**src/hw/rtl/lsu_pkg.sv**
```systemverilog
// Shared types and constants of the load/store unit stage.
package lsu_pkg;

    // Access kind codes carried in req_type.
    localparam logic [3:0] KIND_NONE = 4'd0;
    localparam logic [3:0] KIND_LW   = 4'd1;
    localparam logic [3:0] KIND_LH   = 4'd2;
    localparam logic [3:0] KIND_LHU  = 4'd3;
    localparam logic [3:0] KIND_LB   = 4'd4;
    localparam logic [3:0] KIND_LBU  = 4'd5;
    localparam logic [3:0] KIND_SW   = 4'd6;
    localparam logic [3:0] KIND_SH   = 4'd7;
    localparam logic [3:0] KIND_SB   = 4'd8;

    localparam int LANES = 4;

    typedef struct packed {
        logic        downstream_ready;
        logic        upstream_busy;
        logic        inst_valid;
        logic [3:0]  req_type;
        logic [15:0] address;
        logic [31:0] store_data;
        logic [31:0] pass_result;
    } lsu_in_t;

    typedef struct packed {
        logic        buffer_written;
        logic        out_inst_valid;
        logic [3:0]  out_req_type;
        logic [31:0] out_result;
        logic        stage_busy;
        logic        stage_ready;
    } lsu_out_t;

    typedef enum logic {
        ST_IDLE,
        ST_LOAD
    } lsu_state_t;

endpackage

```
**src/hw/rtl/lsu_lane_map.sv**
```systemverilog
// Maps a byte address and access size onto the four byte-lane RAMs.
module lsu_lane_map #(
    parameter int AW = 16
) (
    input  logic [15:0]                    address,
    input  logic [3:0]                     req_type,
    input  logic [31:0]                    store_data,
    output logic [lsu_pkg::LANES-1:0]      lane_used,
    output logic [lsu_pkg::LANES-1:0][AW-3:0] lane_row,
    output logic [lsu_pkg::LANES-1:0][7:0] lane_wdata
);

    logic [2:0] nbytes;

    always_comb
    begin
        case (req_type)
            lsu_pkg::KIND_LW, lsu_pkg::KIND_SW:                   nbytes = 3'd4;
            lsu_pkg::KIND_LH, lsu_pkg::KIND_LHU, lsu_pkg::KIND_SH: nbytes = 3'd2;
            lsu_pkg::KIND_LB, lsu_pkg::KIND_LBU, lsu_pkg::KIND_SB: nbytes = 3'd1;
            default:                                              nbytes = 3'd0;
        endcase
    end

    // Lane j holds the byte at offset k where (address + k) mod 4 equals j.
    // Consecutive bytes fall in distinct lanes, so each lane sees at most one.
    always_comb
    begin
        logic [1:0]  k;
        logic [31:0] sum;
        for (int j = 0; j < lsu_pkg::LANES; j++)
        begin
            k             = 2'(j) - address[1:0];
            sum           = 32'(address) + 32'(k);
            lane_used[j]  = {1'b0, k} < nbytes;
            lane_row[j]   = sum[AW-1:2];
            lane_wdata[j] = store_data[8*k +: 8];
        end
    end

endmodule

```
**config.mk**
```make
export PLATFORM = sky130hd
export DESIGN_NAME = lsu_lane_map
export DESIGN_NICKNAME = d
export VERILOG_FILES = /design/src/hw/rtl/lsu_pkg.sv /design/src/hw/rtl/lsu_lane_map.sv
export SDC_FILE = /design/constraint.sdc
export NUM_CORES = 1
export LEC_CHECK = 0
export BUFFER_PORTS_ARGS = -buffer_cell sky130_fd_sc_hd__buf_2
export CORE_MARGIN = 2
export CORE_UTILIZATION = 33
export DETAILED_ROUTE_END_ITERATION = 16
export PLACE_DENSITY = 0.66
export SLEW_MARGIN = 40
export SYNTH_ARGS = -nofsm -noshare
export SYNTH_HDL_FRONTEND = slang
export SYNTH_SLANG_ARGS = --single-unit
export TNS_END_PERCENT = 100
```
**constraint.sdc**
```tcl
create_clock -name vclk -period 3.9
set_input_delay 0.39 -clock vclk [all_inputs]
set_output_delay 0.39 -clock vclk [all_outputs]
set_load 0.02 [all_outputs]
```
After elaboration in Yosys (flattened, before gate mapping). Memory sizes are Yosys's and may differ from the RTL's. Cells that the tools add are included.

Add/subtract/negate cells: 8. Order comparisons: 4. Shift-type cells: 4.

Operators by type and width (number): variable part select 32 x 6 -> 8 bit (4); adder 16 x 2 -> 16 bit (4); less-than comparator 2 x 3 -> 1 bit (4); subtractor 1 x 2 -> 2 bit (first input constant) (2); subtractor 2 bit (first input constant) (2).

Register bits: 0. ROM bits: 48. Input port bits: 52. Output and inout port bits: 92. Memories kept: 1.

Memories: (no name shown) (depth 16, width 3, read ports 1, clocked after memory_dff 0, write ports 0, RTL line lsu_lane_map.sv:17) `case (req_type)`.

Logic depth before layout (Yosys ltp).
Depth after elaboration: 2. Mapped depth: 10. Depth with buffers taken out: 6.

Worst setup path after synthesis. OpenSTA, ideal clock, no wires.

Path type: in2out. From: in address[0]. To: out lane_used[2] in the netlist's numbering. Arrival: 2.623 ns. Required time: 3.510 ns. Slack: 0.887 ns. Stages on the path: 10. Path buffers: 4. Path through: buf_4 buf_4 inv_1 ha_1 buf_4 buf_1 inv_1 ha_1 o21a_1 o21ai_0.

Longest elaborated chain between the ends: 2.

RTL lines: start, declared (RTL line lsu_lane_map.sv:5) `input logic [15:0] address,`; subtractor 2 bit (RTL line lsu_lane_map.sv:33) `k = 2'(j) - address[1:0];`; less-than comparator 2 x 3 -> 1 bit (RTL line lsu_lane_map.sv:35) `lane_used[j] = {1'b0, k} < nbytes;`; end, declared (RTL line lsu_lane_map.sv:8) `output logic [lsu_pkg::LANES-1:0] lane_used,`.

Every way passes these cells.

==> impl_metrics.ini <==
[status]
status = finished clean

[power_and_ir_drop]
p_per_area_nw_per_um2 = 165
power.leakage_nw = 1.11
power_mw = 0.401
ir_drop_mv = 0.0777

[yosys]
ys_warn_count = 0
yosysUniqueCellTypes = 32
synth_compound_area_share_pct = 4.60
synth.most_common_cell = xnor2_1
synth_xor_area_share_pct = 19.4
ys_seq_area_share_pct = 0
synth_area_leaders = mux4_2 (39%), xnor2_1 (16%), buf_4 (10%)
syn_area_um2 = 1850
synthMuxAreaShare_pct = 38.9
synthAdderAreaFrac_pct = 6.09
synth_simple_gate_area_share_pct = 16.8
synth_common_cells = xnor2_1 (33), mux4_2 (32), buf_4 (25), nand2_1 (20), nand3_1 (11)
synth.largest_area_cell = mux4_2
synthesis.nets = 252
synth_top_family_by_area = multiplexers
netlist.area_leader.share_pct = 38.9
syn_inst = 191
synth.avg_cell_area_um2 = 9.69

[job]
maxCapViolations = 0

[global_route]
grt_max_degree = 38
grt_pass1_wl_um = 8540
gr-total-overflow = 0
antenna_found_initial = 0
grt_pass1_vias = 1769
grtUsageMet1_pct = 22.5
grt_usage_pct = 16.4
grt-busiest-layer = met2
gr-usage-met2_pct = 28.4
grtUsageMet3_pct = 0.795

[hold_path]
hold_path.class = input pin to primary output
hold_path_depth = 2

[finish]
final_nets = 365
design.seq.count = 0
num-clock-buffers = 0
n_antenna_cell = 0
area_delta_synth_final_pct = 31.7
postLayoutCoreUtil_pct = 44.5
regArea_um2 = 0
layout-drive-gt1-share_pct = 61.3
fill_cells = 572

[timing]
fin_hold_ws_ns = 1.07
finalSetupTns_ns = 0
min_period_ns = 2.51
period_share_pct = 64.4
finalHoldViolCount = 0
worst_pin_slew_ns = 0.578
timing.slew.headroom_pct = 61.4
setup_viol = 0
rsz0062_at_grt = false
max_freq_ghz = 0.398
final.setup.worst_slack_ns = 1.39
final_max_slew_viol_count = 0

[critical_path]
crit_required_ns = 3.51
endpoint_kind = primary output
critPathKind = input pin to primary output
cp_max_fo = 19
arrival_ns = 2.12
startpoint_type = input pin

[die]
initial_core_util_pct = 33.8
rows = 27
io_pins = 144
fp.dieW_um = 78.9
die_h_um = 78.9
coreArea_um2 = 5470
dieArea_um2 = 6220

[clock_tree]
ctsHoldBuffers = 0
cts_resized = 0
postCtsSetupRepairBufs = 0

[placement]
dp_hpwl_um = 4500
gp_congestion = 0.858
dp_slack_ns = 1.37
numPortBuffers = 144

[drt]
drt-initial-drc-count = 106
wl_um = 5500
wl_per_cell_um = 14.7
ant_nets = 0
via_per_inst = 5.11
drc = 0
drt_first_pass_iters = 4
vias = 1912
## worst max-delay path, stage by stage
cell	delay [ns]
buf_2	0.11
inv_1	0.11
ha_1	0.25
buf_4	0.23
xnor2_1	0.28
a31o_2	0.30
nand4_1	0.14
xnor2_1	0.14
buf_2	0.17
## layout make-up
cell class | count | area, um2 | area share (%)
repair buffers | 147 | 743 | 30.5
multi-input cells | 151 | 1590 | 65.2
inverters | 4 | 15.0 | 0.616
well taps | 72 | 90.1 | 3.70
## through the flow
stage | instance area, um2 | cells
after floorplan | 1850 | 191
after global placement | 2440 | 374
after detailed placement | 2440 | 374
after CTS | 2440 | 374
after global routing | 2440 | 374
final | 2440 | 374
## report_power, final
part / switching [mW] / internal (mW) / total [mW]
sequential: 0 / 0 / 0
clock: 0 / 0 / 0
combinational: 0.236 / 0.165 / 0.401
## placed cells by master (no fill, tap or decap), types with 3 or more instances in the layout
| cell | instances |
|---|---|
| mux4_2 | 32 |
| o21a_1 | 3 |
| buf_2 | 144 |
| buf_4 | 3 |
| nand2_1 | 20 |
| inv_1 | 4 |
| xnor2_1 | 33 |
| nand3_1 | 11 |
| xor2_1 | 8 |
| nand4_1 | 8 |
| o21ai_0 | 4 |
| nor2_1 | 3 |
| ha_1 | 9 |
## final timing paths
kind | slack, ns | start | to
worst min-delay path | 1.07 | address[15] | lane_row[55]
worst max-delay path | 1.39 | address[0] | lane_row[37]
## cells by family after synthesis
| logic type | Yosys count |
|---|---|
| buffers and inverters | 40 |
| AOI/OAI and AO/OA | 12 |
| adders and majority gates | 9 |
| muxes | 32 |
| and+or+nand+nor | 57 |
| xor gates and xnor gates | 41 |
## metal layers
layer / up-vias / share of wire (%) / routed length, um
li1: 917 / - / -
met1: 921 / 42 / 2320
met2: 60 / 52 / 2830
met3: 14 / 3.9 / 212
met4: 0 / 2.5 / 136
met5: - / 0 / 0
No activity file was read; power rests on OpenSTA's default activity.
