File: src/hw/rtl/lsu_pkg.sv
// Shared types and constants of the load/store unit stage.
package lsu_pkg;

    // Access kind codes carried in req_type.
    localparam logic [3:0] KIND_NONE = 4'd0;
    localparam logic [3:0] KIND_LW   = 4'd1;
    localparam logic [3:0] KIND_LH   = 4'd2;
    localparam logic [3:0] KIND_LHU  = 4'd3;
    localparam logic [3:0] KIND_LB   = 4'd4;
    localparam logic [3:0] KIND_LBU  = 4'd5;
    localparam logic [3:0] KIND_SW   = 4'd6;
    localparam logic [3:0] KIND_SH   = 4'd7;
    localparam logic [3:0] KIND_SB   = 4'd8;

    localparam int LANES = 4;

    typedef struct packed {
        logic        downstream_ready;
        logic        upstream_busy;
        logic        inst_valid;
        logic [3:0]  req_type;
        logic [15:0] address;
        logic [31:0] store_data;
        logic [31:0] pass_result;
    } lsu_in_t;

    typedef struct packed {
        logic        buffer_written;
        logic        out_inst_valid;
        logic [3:0]  out_req_type;
        logic [31:0] out_result;
        logic        stage_busy;
        logic        stage_ready;
    } lsu_out_t;

    typedef enum logic {
        ST_IDLE,
        ST_LOAD
    } lsu_state_t;

endpackage

File: src/hw/rtl/lsu_load_align.sv
// Gathers loaded bytes from the lanes and applies sign or zero extension.
module lsu_load_align (
    input  logic [lsu_pkg::LANES-1:0][7:0] lane_rdata,
    input  logic [1:0]                     addr_lo,
    input  logic [3:0]                     req_type,
    output logic [31:0]                    result
);

    logic [3:0][7:0] bytes;

    always_comb
    begin
        for (int k = 0; k < lsu_pkg::LANES; k++)
        begin
            bytes[k] = lane_rdata[addr_lo + 2'(k)];
        end
    end

    always_comb
    begin
        case (req_type)
            lsu_pkg::KIND_LW:  result = {bytes[3], bytes[2], bytes[1], bytes[0]};
            lsu_pkg::KIND_LH:  result = {{16{bytes[1][7]}}, bytes[1], bytes[0]};
            lsu_pkg::KIND_LHU: result = {16'd0, bytes[1], bytes[0]};
            lsu_pkg::KIND_LB:  result = {{24{bytes[0][7]}}, bytes[0]};
            lsu_pkg::KIND_LBU: result = {24'd0, bytes[0]};
            default:           result = 32'd0;
        endcase
    end

endmodule

File: config.mk
export PLATFORM = sky130hd
export DESIGN_NAME = lsu_load_align
export DESIGN_NICKNAME = d
export VERILOG_FILES = /design/src/hw/rtl/lsu_pkg.sv /design/src/hw/rtl/lsu_load_align.sv
export SDC_FILE = /design/constraint.sdc
export NUM_CORES = 1
export LEC_CHECK = 0
export ABC_AREA = 1
export BUFFER_PORTS_ARGS = -buffer_cell sky130_fd_sc_hd__buf_2
export CAP_MARGIN = 20
export CORE_ASPECT_RATIO = 0.8
export CORE_UTILIZATION = 48
export DETAILED_ROUTE_END_ITERATION = 7
export GPL_ROUTABILITY_DRIVEN = 1
export GPL_TIMING_DRIVEN = 1
export PLACE_DENSITY = 0.84
export SYNTH_ARGS = -nofsm -noshare
export SYNTH_HDL_FRONTEND = slang
export SYNTH_SLANG_ARGS = --single-unit
export TNS_END_PERCENT = 100
File: constraint.sdc
create_clock -name vclk -period 1.35
set_input_delay 0.2025 -clock vclk [all_inputs]
set_output_delay 0.2025 -clock vclk [all_outputs]
set_load 0.03 [all_outputs]
==> flow_summary.html, run 1 <==
<table>
<tr><th>Metric</th><th>Value</th></tr>
<tr><th colspan="2">Outcome</th></tr>
<tr><td>Run status</td><td>did not finish</td></tr>
<tr><td>Last stage reached</td><td>global routing</td></tr>
<tr><td>Error message</td><td>[ERROR GRT-0232] Routing congestion too high. Check the congestion heatmap in the GUI.</td></tr>
<tr><th colspan="2">Die</th></tr>
<tr><td>Die height</td><td>49.1 um</td></tr>
<tr><td>Starting density of the core</td><td>0.524</td></tr>
<tr><td>Std-Cell Rows</td><td>16</td></tr>
<tr><td>Horizontal extent of the die</td><td>a little over 60 um</td></tr>
<tr><td>I/O pin cnt</td><td>70</td></tr>
<tr><th colspan="2">Placement</th></tr>
<tr><td>Worst slack at placement</td><td>-0.134 ns</td></tr>
<tr><td>Port Buf Inserts</td><td>70</td></tr>
<tr><td>HPWL after detailed placement</td><td>about 3 mm</td></tr>
<tr><td>Final Wtd Congestion</td><td>0.872</td></tr>
<tr><th colspan="2">Global routing</th></tr>
<tr><td>GRT Overall Usage</td><td>0.827</td></tr>
<tr><td>Total grt overflow</td><td>102</td></tr>
<tr><td>Largest net degree at the start of global routing</td><td>29</td></tr>
<tr><th colspan="2">STA</th></tr>
<tr><td>Type of pin the worst path ends at</td><td>output port</td></tr>
<tr><td>Worst EP post-GRT repair</td><td>result[22]</td></tr>
<tr><th colspan="2">Yosys</th></tr>
<tr><td>Cells after Synth</td><td>292</td></tr>
<tr><td>Synthesized cell area</td><td>1330 um2</td></tr>
<tr><td>Number of nets in the synthesized netlist</td><td>330</td></tr>
<tr><td>Sequential element share of the synthesized area</td><td>0</td></tr>
<tr><td>Synth Warn #</td><td>0</td></tr>
<tr><td>Yosys cell types</td><td>19</td></tr>
<tr><td>Synthesized area divided by synthesized cell count</td><td>4.56 um2</td></tr>
<tr><th colspan="2">Clocking</th></tr>
<tr><td>Hold buffers post-CTS</td><td>0</td></tr>
</table>
## synthesized netlist by cell type
cell type	count	share of area
sky130_fd_sc_hd__nor2_1	3	0.0085
sky130_fd_sc_hd__buf_6	9	0.076
sky130_fd_sc_hd__nand3_4	1	0.013
sky130_fd_sc_hd__nand2_4	1	0.0085
sky130_fd_sc_hd__o21ai_1	7	0.026
sky130_fd_sc_hd__buf_2	4	0.015
sky130_fd_sc_hd__nand3_1	58	0.22
sky130_fd_sc_hd__nand2_2	3	0.014
sky130_fd_sc_hd__clkbuf_2	1	0.0038
sky130_fd_sc_hd__inv_2	1	0.0028
sky130_fd_sc_hd__inv_1	42	0.12
sky130_fd_sc_hd__nor2b_1	1	0.0047
sky130_fd_sc_hd__nand3_2	2	0.015
sky130_fd_sc_hd__and3_1	1	0.0047
sky130_fd_sc_hd__nand2_1	146	0.41
sky130_fd_sc_hd__buf_4	3	0.017
sky130_fd_sc_hd__o21ai_0	1	0.0038
sky130_fd_sc_hd__inv_6	1	0.0066
sky130_fd_sc_hd__and2_1	7	0.033
## per-stage QoR
step | util | instance area (um2) | cells
floorplan | - | 1330 | 292
global placement | 0.674 | 1710 | 394
detailed placement | 0.674 | 1710 | 394
CTS | 0.745 | 1890 | 398
## logic make-up after synthesis
logic type | Yosys count | synth area share
AOI/OAI and AO/OA | 8 | 0.0300
buffers and inverters | 61 | 0.239
and+or+nand+nor | 223 | 0.731
## layer usage
metal	track usage	overflow
met5	0	0
met1	0.848	6
met3	0.491	0
met2	1.05	57
met4	0.947	39
## timing repair
action,4_1_cts
buffers inserted,0
gates resized for setup,48
pin swaps,3
cloned,4
endpoints found under the setup margin,31
==> run 2, diff against run 1 <==
CORE_AREA = 2 2 63 65   (was default)
CORE_ASPECT_RATIO = default   (was 0.8)
CORE_UTILIZATION = default   (was 48)
DIE_AREA = 0 0 65 67   (was default)
PLACE_DENSITY = default   (was 0.84)
PLACE_DENSITY_LB_ADDON = 0.15   (was default)
==> run 2 against run 1 <==
Net effect:
- synthesized area unchanged
- the flow now finishes, with violations (setup timing)
- synthesized cell count stayed put
==> flow_summary.html, run 2 <==
<table>
<tr><th>Metric</th><th>Value</th></tr>
<tr><th colspan="2">Placement</th></tr>
<tr><td>HPWL after detailed placement</td><td>3.34 mm</td></tr>
<tr><td>Placed Instances</td><td>408</td></tr>
<tr><td>Worst slack at placement</td><td>-0.186 ns</td></tr>
<tr><td>Final Wtd Congestion</td><td>0.821</td></tr>
<tr><td>Port Buf Inserts</td><td>70</td></tr>
<tr><th colspan="2">Power and ir drop</th></tr>
<tr><td>Areal power density over the cells</td><td>363 nW/um2</td></tr>
<tr><td>Leakage power summed over all cells</td><td>1.54 nW</td></tr>
<tr><td>Worst supply voltage drop on vdd</td><td>roughly 170 uV</td></tr>
<tr><td>Final Total Pwr</td><td>0.884 mW</td></tr>
<tr><th colspan="2">Yosys</th></tr>
<tr><td>Synth top area share</td><td>0.411</td></tr>
<tr><td>Portion of netlist area occupied by mux cells</td><td>0</td></tr>
<tr><td>Top cell types by occurrence after synthesis</td><td>sky130_fd_sc_hd__nand2_1, sky130_fd_sc_hd__nand3_1, sky130_fd_sc_hd__inv_1</td></tr>
<tr><td>Share of the synthesized area in compound gates (AO/OA/AOI/OAI)</td><td>0.0300</td></tr>
<tr><td>Number of nets in the synthesized netlist</td><td>330</td></tr>
<tr><td>Share of synthesized cell area in and, or, nand and nor gates</td><td>0.731</td></tr>
<tr><td>Sequential element share of the synthesized area</td><td>0</td></tr>
<tr><td>Post-synthesis share of cell area spent on full adders, half adders and majority gates</td><td>0</td></tr>
<tr><td>Cell with the most instances after synthesis</td><td>sky130_fd_sc_hd__nand2_1</td></tr>
<tr><td>Largest area contributor in the synthesized netlist</td><td>sky130_fd_sc_hd__nand2_1</td></tr>
<tr><td>Cells after Synth</td><td>292</td></tr>
<tr><td>Synth Warn #</td><td>0</td></tr>
<tr><td>Synthesized cell area</td><td>1330 um2</td></tr>
<tr><td>Dominant cells by area after synthesis</td><td>sky130_fd_sc_hd__nand2_1, sky130_fd_sc_hd__nand3_1, sky130_fd_sc_hd__inv_1</td></tr>
<tr><td>Synth Area in XOR/XNOR</td><td>0</td></tr>
<tr><td>Yosys cell types</td><td>19</td></tr>
<tr><td>Synthesized area divided by synthesized cell count</td><td>4.56 um2</td></tr>
<tr><td>Main combinational cell family by area after synthesis</td><td>simple AND/OR/NAND/NOR gates</td></tr>
<tr><th colspan="2">Critical path</th></tr>
<tr><td>Dominant delay contributor by cell family on the critical path</td><td>simple AND/OR/NAND/NOR gates</td></tr>
<tr><td>Most frequent cell on the critical path</td><td>sky130_fd_sc_hd__nand2_1</td></tr>
<tr><td>Critical path data required time</td><td>between 1 and 1.5 ns</td></tr>
<tr><td>CP Class</td><td>input port to output port</td></tr>
<tr><td>Endpoint kind of the worst setup timing path</td><td>output port</td></tr>
<tr><td>CP max stage cell</td><td>sky130_fd_sc_hd__nand3_4</td></tr>
<tr><td>Critical Path Source Type</td><td>input port</td></tr>
<tr><td>Cell-by-cell trace of the critical path</td><td>buf_12 &gt; clkinv_8 &gt; nand2_1 &gt; nand2_1 &gt; nand2_4 &gt; nand3_4 &gt; nand3_2 &gt; buf_6</td></tr>
<tr><td>Critical path's largest stage delay</td><td>0.18 ns</td></tr>
<tr><td>CP Buf/Inv Count</td><td>3</td></tr>
<tr><td>Worst EP arrival</td><td>~1.2 ns</td></tr>
<tr><td>Biggest fanout along the worst timing path</td><td>8</td></tr>
<tr><th colspan="2">Cells and area</th></tr>
<tr><td>Area used by sequential logic in the layout</td><td>0 um2</td></tr>
<tr><td>Number of sequential cells</td><td>0</td></tr>
<tr><td>Commonest cells after routing, fill and taps aside</td><td>sky130_fd_sc_hd__nand2_1, sky130_fd_sc_hd__nand3_1, sky130_fd_sc_hd__inv_1, sky130_fd_sc_hd__buf_2</td></tr>
<tr><td>Diodes inserted</td><td>0</td></tr>
<tr><td>Commonest non-fill, non-tap cell in the layout</td><td>sky130_fd_sc_hd__nand2_1</td></tr>
<tr><td>Proportion of layout cells with a drive suffix above 1</td><td>0.376</td></tr>
<tr><td>Relative area change from synthesis to final layout</td><td>82.5%</td></tr>
<tr><td>Number of nets at the end of the flow</td><td>412</td></tr>
<tr><td>Clock Buffer Count</td><td>0</td></tr>
<tr><td>Final design utilization</td><td>0.675</td></tr>
<tr><td>Layout Cells excl Fill</td><td>420</td></tr>
<tr><th colspan="2">Global routing</th></tr>
<tr><td>Wire length of the first global-routing pass</td><td>7.27 mm</td></tr>
<tr><td>Antenna violations before repair</td><td>0</td></tr>
<tr><td>Largest net degree at the start of global routing</td><td>25</td></tr>
<tr><td>Total grt overflow</td><td>0</td></tr>
<tr><td>Number of global-route vias before repair</td><td>1664</td></tr>
<tr><td>GRT Overall Usage</td><td>0.206</td></tr>
<tr><th colspan="2">Route</th></tr>
<tr><td>Routed Antenna Nets</td><td>0</td></tr>
<tr><td>WL/cell</td><td>approximately 13 um</td></tr>
<tr><td>Number of vias in the routed layout</td><td>2096</td></tr>
<tr><td>Number of vias per cell after detailed routing</td><td>approximately 5</td></tr>
<tr><td>Drt drc</td><td>0</td></tr>
<tr><td>Overall routed net length</td><td>roughly 5.4 mm</td></tr>
<tr><td>Router iterations before antenna repair</td><td>4</td></tr>
<tr><td>1st-iter DRT viols</td><td>180</td></tr>
<tr><th colspan="2">Die</th></tr>
<tr><td>Core area</td><td>3610 um2</td></tr>
<tr><td>Std-Cell Rows</td><td>22</td></tr>
<tr><td>Horizontal extent of the die</td><td>65 um</td></tr>
<tr><td>Die area</td><td>between 4000 and 5000 um2</td></tr>
<tr><td>I/O pin cnt</td><td>70</td></tr>
<tr><td>Starting density of the core</td><td>0.370</td></tr>
<tr><td>Die height</td><td>67 um</td></tr>
<tr><th colspan="2">Job</th></tr>
<tr><td>Number of max-cap violations</td><td>0</td></tr>
<tr><th colspan="2">STA</th></tr>
<tr><td>Fin crit share</td><td>1.03</td></tr>
<tr><td>Minimum setup slack in the final design</td><td>-0.0394 ns</td></tr>
<tr><td>Maximum clock frequency</td><td>slightly above 0.7 GHz</td></tr>
<tr><td>Slew margin rel.</td><td>0.872</td></tr>
<tr><td>RSZ-0062 raised after global routing</td><td>yes</td></tr>
<tr><td>Hold Fails Final Rpt</td><td>0</td></tr>
<tr><td>Final max-slew violation count</td><td>0</td></tr>
<tr><td>Least-Margin Pin Slew</td><td>around 0.19 ns</td></tr>
<tr><td>Final TNS setup</td><td>-0.279 ns</td></tr>
<tr><td>Fin crit period</td><td>1.39 ns</td></tr>
<tr><td>Final setup violation count</td><td>12</td></tr>
<tr><th colspan="2">Min path</th></tr>
<tr><td>Hold Crit Endpoint</td><td>result[22]</td></tr>
<tr><td>Class of the tightest hold or removal check</td><td>input port to output port</td></tr>
<tr><td>Number of cells on the worst hold path</td><td>6</td></tr>
<tr><td>Hold path startpoint</td><td>lane_rdata[22]</td></tr>
<tr><th colspan="2">Outcome</th></tr>
<tr><td>Violations in the final reports</td><td>setup timing</td></tr>
<tr><td>Run status</td><td>finished with violations</td></tr>
<tr><th colspan="2">Clocking</th></tr>
<tr><td>Hold buffers post-CTS</td><td>0</td></tr>
</table>
==> run 2: cell counts after synthesis <==
Identical to the previous run, type by type.
==> run 2: worst max-delay path by stage <==
stage / endpoint / depth (start not counted) / startpoint
6_report: result[18] / 8 / addr_lo[0]
5_1_grt: result[22] / 8 / addr_lo[0]
4_1_cts: result[29] / 8 / addr_lo[1]
3_5_place_dp: result[4] / 8 / addr_lo[0]
3_3_place_gp: result[5] / 8 / addr_lo[0]
2_1_floorplan: result[30] / 8 / addr_lo[0]
==> run 2: through the flow <==
step | instance area (um2) | hold WS, ns
after global routing | 2430 | 0.923
after floorplan | 1330 | 0.743
after global placement | 1740 | 0.949
after CTS | 1960 | 0.927
after detailed placement | 1740 | 0.957
final | 2430 | 0.918
==> run 2: layout make-up <==
type,count,area (um2)
Multi-Input combinational cell,232,1240
Fill cell,337,1170
Timing Repair Buffer,95,927
Inverter,44,188
Tap cell,48,60.1
Timing Repair inverter,1,16.3
==> run 2: where the power goes <==
part / total (mW) / switching [mW] / internal, mW
logic: 0.884 / 0.501 / 0.383
clock network: 0 / 0 / 0
registers: 0 / 0 / 0
==> run 2: kinds of logic (layout without fill, tap and decap cells) <==
family                 Yosys count  in the layout
and+or+nand+nor                223            224
buffers and inverters           61            140
AOI/OAI and AO/OA                8              8
==> run 2: tightest hold or removal path, stage by stage <==
cell and delay [ns]:
sky130_fd_sc_hd__buf_2 0.09, sky130_fd_sc_hd__nand2_2 0.05, sky130_fd_sc_hd__nand3_1 0.06, sky130_fd_sc_hd__nand3_1 0.07, sky130_fd_sc_hd__nand3_1 0.10, sky130_fd_sc_hd__buf_6 0.13
==> run 2: timing repair <==
item | in CTS | in global routing
resized for setup | 56 | 85
pin swaps | 4 | 17
setup endpoints to repair | 31 | 31
buffers inserted | 0 | 1
gates cloned | 4 | 7
==> run 2: routing by layer <==
layer | up-vias | track usage | routed length [um]
li1 | 1059 | - | -
met1 | 933 | 0.284 | 2310
met2 | 100 | 0.372 | 2580
met3 | 4 | 0.00507 | 464
met4 | 0 | 0.0106 | 42
met5 | - | 0 | 0
Power figures use the tool's default switching activity.
==> run 3, diff against run 2 <==
ABC_AREA = default   (was 1)
==> run 3 against run 2 <==
Net effect:
- the run still ends with setup timing left
- synthesized area shrank 23%
- total power down 3.4%
- sequential share of layout area is the same
- non-clock buffer count rose by 6
- combinational power decreased by 3.4%
- global-route usage shrank 2.7 points
- flip-flop and latch count unchanged
- critical path depth is 1 lower
- maximum frequency fell by 27%
- cell count decreased by 32%
- largest cell class unchanged
- largest power group unchanged
==> flow_summary.html, run 3 <==
<table>
<tr><th>Metric</th><th>Value</th></tr>
<tr><th colspan="2">Outcome</th></tr>
<tr><td>Run status</td><td>finished with violations</td></tr>
<tr><td>Violations in the final reports</td><td>setup timing</td></tr>
<tr><th colspan="2">Placement</th></tr>
<tr><td>Placed Instances</td><td>276</td></tr>
<tr><td>Post-DP Area</td><td>1710 um2</td></tr>
<tr><td>Port Buf Inserts</td><td>70</td></tr>
<tr><td>Final Wtd Congestion</td><td>about 0.8</td></tr>
<tr><td>HPWL after detailed placement</td><td>2.62 mm</td></tr>
<tr><th colspan="2">Critical path</th></tr>
<tr><td>Worst EP arrival</td><td>1.69 ns</td></tr>
<tr><td>CP max stage cell</td><td>sky130_fd_sc_hd__a311o_2</td></tr>
<tr><td>CP Class</td><td>input port to output port</td></tr>
<tr><td>Dominant delay contributor by cell family on the critical path</td><td>compound AO/OA/AOI/OAI gates</td></tr>
<tr><td>Critical Path Source Type</td><td>input port</td></tr>
<tr><td>CP Buf/Inv Count</td><td>3</td></tr>
<tr><td>Most frequent cell on the critical path</td><td>sky130_fd_sc_hd__buf_6</td></tr>
<tr><td>Biggest fanout along the worst timing path</td><td>8</td></tr>
<tr><td>Cell-by-cell trace of the critical path</td><td>buf_6 &gt; or3b_4 &gt; a21o_1 &gt; a311o_2 &gt; clkbuf_16 &gt; o31ai_4 &gt; buf_6</td></tr>
<tr><td>Critical path's largest stage delay</td><td>0.42 ns</td></tr>
<tr><td>Endpoint kind of the worst setup timing path</td><td>output port</td></tr>
<tr><td>Critical path data required time</td><td>roughly 1.2 ns</td></tr>
<tr><th colspan="2">STA</th></tr>
<tr><td>Final setup violation count</td><td>32</td></tr>
<tr><td>Hold Fails Final Rpt</td><td>0</td></tr>
<tr><td>Fin crit period</td><td>1.90 ns</td></tr>
<tr><td>Least-Margin Pin Slew</td><td>roughly 0.58 ns</td></tr>
<tr><td>Maximum clock frequency</td><td>0.527 GHz</td></tr>
<tr><td>Final max-slew violation count</td><td>0</td></tr>
<tr><td>Post-route worst hold slack</td><td>0.931 ns</td></tr>
<tr><td>RSZ-0062 raised after global routing</td><td>yes</td></tr>
<tr><td>Fin crit share</td><td>1.40</td></tr>
<tr><td>Slew margin rel.</td><td>0.613</td></tr>
<tr><td>Minimum setup slack in the final design</td><td>-0.546 ns</td></tr>
<tr><th colspan="2">Cells and area</th></tr>
<tr><td>Final instance area</td><td>around 2300 um2</td></tr>
<tr><td>Diodes inserted</td><td>0</td></tr>
<tr><td>Commonest non-fill, non-tap cell in the layout</td><td>sky130_fd_sc_hd__buf_2</td></tr>
<tr><td>Layout Cells excl Fill</td><td>~290</td></tr>
<tr><td>Number of nets at the end of the flow</td><td>277</td></tr>
<tr><td>Number of fillers in the final layout</td><td>319</td></tr>
<tr><td>Proportion of layout cells with a drive suffix above 1</td><td>0.629</td></tr>
<tr><td>Clock Buffer Count</td><td>0</td></tr>
<tr><td>Area used by sequential logic in the layout</td><td>0 um2</td></tr>
<tr><td>Commonest cells after routing, fill and taps aside</td><td>sky130_fd_sc_hd__buf_2, sky130_fd_sc_hd__nor2_1, sky130_fd_sc_hd__buf_4, sky130_fd_sc_hd__buf_6</td></tr>
<tr><td>Number of sequential cells</td><td>0</td></tr>
<tr><td>Relative area change from synthesis to final layout</td><td>119%</td></tr>
<tr><th colspan="2">Die</th></tr>
<tr><td>I/O pin cnt</td><td>70</td></tr>
<tr><td>Std-Cell Rows</td><td>22</td></tr>
<tr><td>Horizontal extent of the die</td><td>about 65 um</td></tr>
<tr><td>Die area</td><td>about 4400 um2</td></tr>
<tr><td>Core area</td><td>~3600 um2</td></tr>
<tr><td>Starting density of the core</td><td>0.286</td></tr>
<tr><td>Die height</td><td>67 um</td></tr>
<tr><th colspan="2">Yosys</th></tr>
<tr><td>Number of nets in the synthesized netlist</td><td>189</td></tr>
<tr><td>Synth Warn #</td><td>0</td></tr>
<tr><td>Top cell types by occurrence after synthesis</td><td>sky130_fd_sc_hd__nor2_1, sky130_fd_sc_hd__mux2i_1, sky130_fd_sc_hd__a21oi_1</td></tr>
<tr><td>Synthesized area divided by synthesized cell count</td><td>6.82 um2</td></tr>
<tr><td>Largest area contributor in the synthesized netlist</td><td>sky130_fd_sc_hd__mux2i_1</td></tr>
<tr><td>Cell with the most instances after synthesis</td><td>sky130_fd_sc_hd__nor2_1</td></tr>
<tr><td>Sequential element share of the synthesized area</td><td>0</td></tr>
<tr><td>Cells after Synth</td><td>151</td></tr>
<tr><td>Dominant cells by area after synthesis</td><td>sky130_fd_sc_hd__mux2i_1, sky130_fd_sc_hd__mux2_1, sky130_fd_sc_hd__nor2_1</td></tr>
<tr><td>Synthesized cell area</td><td>between 1000 and 1500 um2</td></tr>
<tr><td>Synth top area share</td><td>0.165</td></tr>
<tr><td>Yosys cell types</td><td>27</td></tr>
<tr><th colspan="2">Global routing</th></tr>
<tr><td>GRT Overall Usage</td><td>0.179</td></tr>
<tr><td>Largest net degree at the start of global routing</td><td>38</td></tr>
<tr><td>Number of global-route vias before repair</td><td>1373</td></tr>
<tr><td>Antenna violations before repair</td><td>0</td></tr>
<tr><td>Wire length of the first global-routing pass</td><td>6.25 mm</td></tr>
<tr><td>Total grt overflow</td><td>0</td></tr>
<tr><th colspan="2">Power and ir drop</th></tr>
<tr><td>Areal power density over the cells</td><td>378 nW/um2</td></tr>
<tr><td>Leakage power summed over all cells</td><td>0.998 nW</td></tr>
<tr><td>Worst supply voltage drop on vdd</td><td>approximately 190 uV</td></tr>
<tr><td>Final Total Pwr</td><td>0.854 mW</td></tr>
<tr><th colspan="2">Route</th></tr>
<tr><td>Number of vias in the routed layout</td><td>1481</td></tr>
<tr><td>1st-iter DRT viols</td><td>79</td></tr>
<tr><td>WL/cell</td><td>around 15 um</td></tr>
<tr><td>Routed Antenna Nets</td><td>0</td></tr>
<tr><td>Overall routed net length</td><td>4.16 mm</td></tr>
<tr><td>Router iterations before antenna repair</td><td>4</td></tr>
<tr><td>Drt drc</td><td>0</td></tr>
<tr><td>Number of vias per cell after detailed routing</td><td>5.20</td></tr>
<tr><th colspan="2">Min path</th></tr>
<tr><td>Class of the tightest hold or removal check</td><td>input port to output port</td></tr>
<tr><th colspan="2">Job</th></tr>
<tr><td>Number of max-cap violations</td><td>0</td></tr>
<tr><th colspan="2">Clocking</th></tr>
<tr><td>Hold buffers post-CTS</td><td>0</td></tr>
</table>
## run 3: power by group
group          switching (mW)  internal [mW]
clock                       0              0
combinational           0.451          0.403
sequential                  0              0
## run 3: cell type report
| class | instances | area, um2 | area share |
|---|---|---|---|
| well taps | 48 | 60.1 | 0.0266 |
| multi-input cells | 136 | 1280 | 0.567 |
| repair buffers | 101 | 918 | 0.407 |
## run 3: path summary, 6_finish.rpt
path           start          to  slack [ns]  cells past startpoint
max       addr_lo[0]  result[20]       -0.55                      7
min   lane_rdata[28]   result[4]        0.93                      4
## run 3: logic make-up (layout without fill, tap and decap cells)
family | count (synthesis) | count (layout) | share of synthesized area
AOI/OAI and AO/OA | 55 | 55 | 0.333
and+or+nand+nor | 47 | 47 | 0.231
muxes | 34 | 34 | 0.354
buffers and inverters | 15 | 101 | 0.0826
## run 3: timing repair
item                       4_1_cts  5_1_grt
setup buffers                    6        0
pin swaps                        7        7
gates cloned                     2        1
resized for setup               98        8
setup endpoints to repair       32       32
## run 3: metal layers
| layer | vias up | part of all wire | GRT usage |
|---|---|---|---|
| met5 | - | 0 | 0 |
| met4 | 0 | 0.0084 | 0.00798 |
| met1 | 683 | 0.42 | 0.220 |
| met2 | 51 | 0.52 | 0.352 |
| li1 | 743 | - | - |
| met3 | 4 | 0.052 | 0.0135 |
## run 3: stage by stage
stage / setup TNS (ns) / worst slack (ns) / utilization
after floorplan: -8.64 / -0.363 / -
after global placement: -16.22 / -0.577 / 0.475
after detailed placement: -16.31 / -0.568 / 0.475
after CTS: -11.52 / -0.502 / 0.609
after global routing: -13.32 / -0.582 / 0.626
final: -11.56 / -0.546 / 0.626
==> run 4, diff against run 3 <==
ABC_AREA = 1   (was default)
CORE_AREA = default   (was 2 2 63 65)
CORE_UTILIZATION = 35   (was default)
DIE_AREA = default   (was 0 0 65 67)
PLACE_DENSITY = 0.65   (was default)
PLACE_DENSITY_LB_ADDON = default   (was 0.15)
==> run 4 against run 3 <==
Net effect:
- the flow still finishes with violations (setup timing)
- global-route usage increased by 4.3 points
- cell area increased by 9.4%
- total power increased by 5.9%
- worst hold slack got worse by 0.040 ns
- core utilization increased by 4.9 points
- clock-buffer cell count unchanged
- largest cell class unchanged
- highest routed layer unchanged
==> flow_summary.html, run 4 (synthesized netlist as in run 2, its figures left out) <==
<table>
<tr><th>Metric</th><th>Value</th></tr>
<tr><th colspan="2">Outcome</th></tr>
<tr><td>Run status</td><td>finished with violations</td></tr>
<tr><td>Violations in the final reports</td><td>setup timing</td></tr>
<tr><th colspan="2">Route</th></tr>
<tr><td>Number of vias per cell after detailed routing</td><td>roughly 5.3</td></tr>
<tr><td>Routed Antenna Nets</td><td>0</td></tr>
<tr><td>Router iterations before antenna repair</td><td>5</td></tr>
<tr><td>WL/cell</td><td>~14 um</td></tr>
<tr><td>Overall routed net length</td><td>5.82 mm</td></tr>
<tr><td>Number of vias in the routed layout</td><td>2197</td></tr>
<tr><td>Drt drc</td><td>0</td></tr>
<tr><td>1st-iter DRT viols</td><td>174</td></tr>
<tr><th colspan="2">Min path</th></tr>
<tr><td>Class of the tightest hold or removal check</td><td>input port to output port</td></tr>
<tr><td>Hold path startpoint</td><td>lane_rdata[5]</td></tr>
<tr><td>Number of cells on the worst hold path</td><td>6</td></tr>
<tr><th colspan="2">STA</th></tr>
<tr><td>Minimum setup slack in the final design</td><td>-0.0566 ns</td></tr>
<tr><td>Maximum clock frequency</td><td>~0.71 GHz</td></tr>
<tr><td>Fin crit share</td><td>1.04</td></tr>
<tr><td>Post-route worst hold slack</td><td>0.891 ns</td></tr>
<tr><td>Final setup violation count</td><td>16</td></tr>
<tr><td>Least-Margin Pin Slew</td><td>0.200 ns</td></tr>
<tr><td>Slew margin rel.</td><td>0.865</td></tr>
<tr><td>Final max-slew violation count</td><td>0</td></tr>
<tr><td>Hold Fails Final Rpt</td><td>0</td></tr>
<tr><td>RSZ-0062 raised after global routing</td><td>yes</td></tr>
<tr><td>Fin crit period</td><td>~1.4 ns</td></tr>
<tr><th colspan="2">Global routing</th></tr>
<tr><td>Largest net degree at the start of global routing</td><td>29</td></tr>
<tr><td>Antenna violations before repair</td><td>0</td></tr>
<tr><td>Wire length of the first global-routing pass</td><td>about 7.5 mm</td></tr>
<tr><td>GRT Overall Usage</td><td>0.221</td></tr>
<tr><td>Total grt overflow</td><td>0</td></tr>
<tr><td>Number of global-route vias before repair</td><td>1710</td></tr>
<tr><th colspan="2">Critical path</th></tr>
<tr><td>Endpoint kind of the worst setup timing path</td><td>output port</td></tr>
<tr><td>Critical path data required time</td><td>1.15 ns</td></tr>
<tr><td>Critical path startpoint</td><td>addr_lo[0]</td></tr>
<tr><td>Critical Path Source Type</td><td>input port</td></tr>
<tr><td>CP Class</td><td>input port to output port</td></tr>
<tr><td>Biggest fanout along the worst timing path</td><td>8</td></tr>
<tr><td>Worst EP arrival</td><td>1.20 ns</td></tr>
<tr><th colspan="2">Cells and area</th></tr>
<tr><td>Clock Buffer Count</td><td>0</td></tr>
<tr><td>Proportion of layout cells with a drive suffix above 1</td><td>0.405</td></tr>
<tr><td>Relative area change from synthesis to final layout</td><td>85.4%</td></tr>
<tr><td>Final design utilization</td><td>0.675</td></tr>
<tr><td>Number of nets at the end of the flow</td><td>408</td></tr>
<tr><td>Commonest cells after routing, fill and taps aside</td><td>sky130_fd_sc_hd__nand2_1, sky130_fd_sc_hd__inv_1, sky130_fd_sc_hd__nand3_1, sky130_fd_sc_hd__buf_2, sky130_fd_sc_hd__buf_6</td></tr>
<tr><td>Number of sequential cells</td><td>0</td></tr>
<tr><td>Layout Cells excl Fill</td><td>between 400 and 500</td></tr>
<tr><td>Diodes inserted</td><td>0</td></tr>
<tr><td>Commonest non-fill, non-tap cell in the layout</td><td>sky130_fd_sc_hd__nand2_1</td></tr>
<tr><td>Area used by sequential logic in the layout</td><td>0 um2</td></tr>
<tr><th colspan="2">Power and ir drop</th></tr>
<tr><td>Leakage power summed over all cells</td><td>1.53 nW</td></tr>
<tr><td>Worst supply voltage drop on vdd</td><td>about 260 uV</td></tr>
<tr><td>Areal power density over the cells</td><td>366 nW/um2</td></tr>
<tr><th colspan="2">Placement</th></tr>
<tr><td>Worst slack at placement</td><td>-0.128 ns</td></tr>
<tr><td>Placed Instances</td><td>just over 400</td></tr>
<tr><td>Port Buf Inserts</td><td>70</td></tr>
<tr><td>Final Wtd Congestion</td><td>approximately 0.83</td></tr>
<tr><td>HPWL after detailed placement</td><td>around 3.1 mm</td></tr>
<tr><th colspan="2">Die</th></tr>
<tr><td>Std-Cell Rows</td><td>22</td></tr>
<tr><td>Horizontal extent of the die</td><td>roughly 64 um</td></tr>
<tr><td>Die area</td><td>4060 um2</td></tr>
<tr><td>Die height</td><td>between 60 and 70 um</td></tr>
<tr><td>I/O pin cnt</td><td>70</td></tr>
<tr><td>Starting density of the core</td><td>0.364</td></tr>
<tr><td>Core area</td><td>between 3000 and 4000 um2</td></tr>
<tr><th colspan="2">Job</th></tr>
<tr><td>Number of max-cap violations</td><td>0</td></tr>
<tr><th colspan="2">Clocking</th></tr>
<tr><td>Hold buffers post-CTS</td><td>0</td></tr>
</table>
## run 4: critical path: stages
cell and delay [ns]:
sky130_fd_sc_hd__buf_16 0.12, sky130_fd_sc_hd__clkinv_8 0.06, sky130_fd_sc_hd__nand2_1 0.07, sky130_fd_sc_hd__nand2_1 0.13, sky130_fd_sc_hd__nand2_4 0.14, sky130_fd_sc_hd__nand3_4 0.19, sky130_fd_sc_hd__nand3_1 0.12, sky130_fd_sc_hd__buf_4 0.16
## run 4: path summary, 6_finish.rpt
| check | slack [ns] | end |
|---|---|---|
| setup / recovery | -0.06 | result[23] |
| hold / removal | 0.89 | result[21] |
## run 4: layout make-up
type / count / area (um2)
Fill cell: 312 / 1190
Inverter: 44 / 185
Multi-Input combinational cell: 232 / 1300
Tap cell: 48 / 60.1
Timing Repair Buffer: 91 / 911
Timing Repair inverter: 1 / 16.3
## run 4: power breakdown
part	leakage [nW]	internal, mW	switching, mW
Combinational	1.53	0.384	0.521
Clock	0	0	0
Sequential	0	0	0
Total	1.53	0.384	0.521
## run 4: stage by stage
| step | TNS, ns | area [um2] | power [mW] |
|---|---|---|---|
| floorplan | 0 | 1330 | 0.449 |
| global placement | -2.55 | 1730 | 0.632 |
| detailed placement | -3.14 | 1730 | 0.638 |
| CTS | -0.0117 | 1910 | 0.711 |
| global route | -1.61 | 2470 | 0.970 |
| finish | -0.412 | 2470 | 0.905 |
## run 4: what timing repair did
action,CTS,global route
setup endpoints to repair,31,32
pin swaps,4,25
buffers inserted,0,0
resized for setup,44,116
cloned,4,7
## run 4: metal layers
layer / GRT usage / up-vias / part of all wire
met5: 0 / - / 0
met4: 0.0227 / 0 / 0.023
met3: 0.0109 / 22 / 0.097
met2: 0.402 / 137 / 0.49
met1: 0.293 / 985 / 0.39
li1: - / 1053 / -
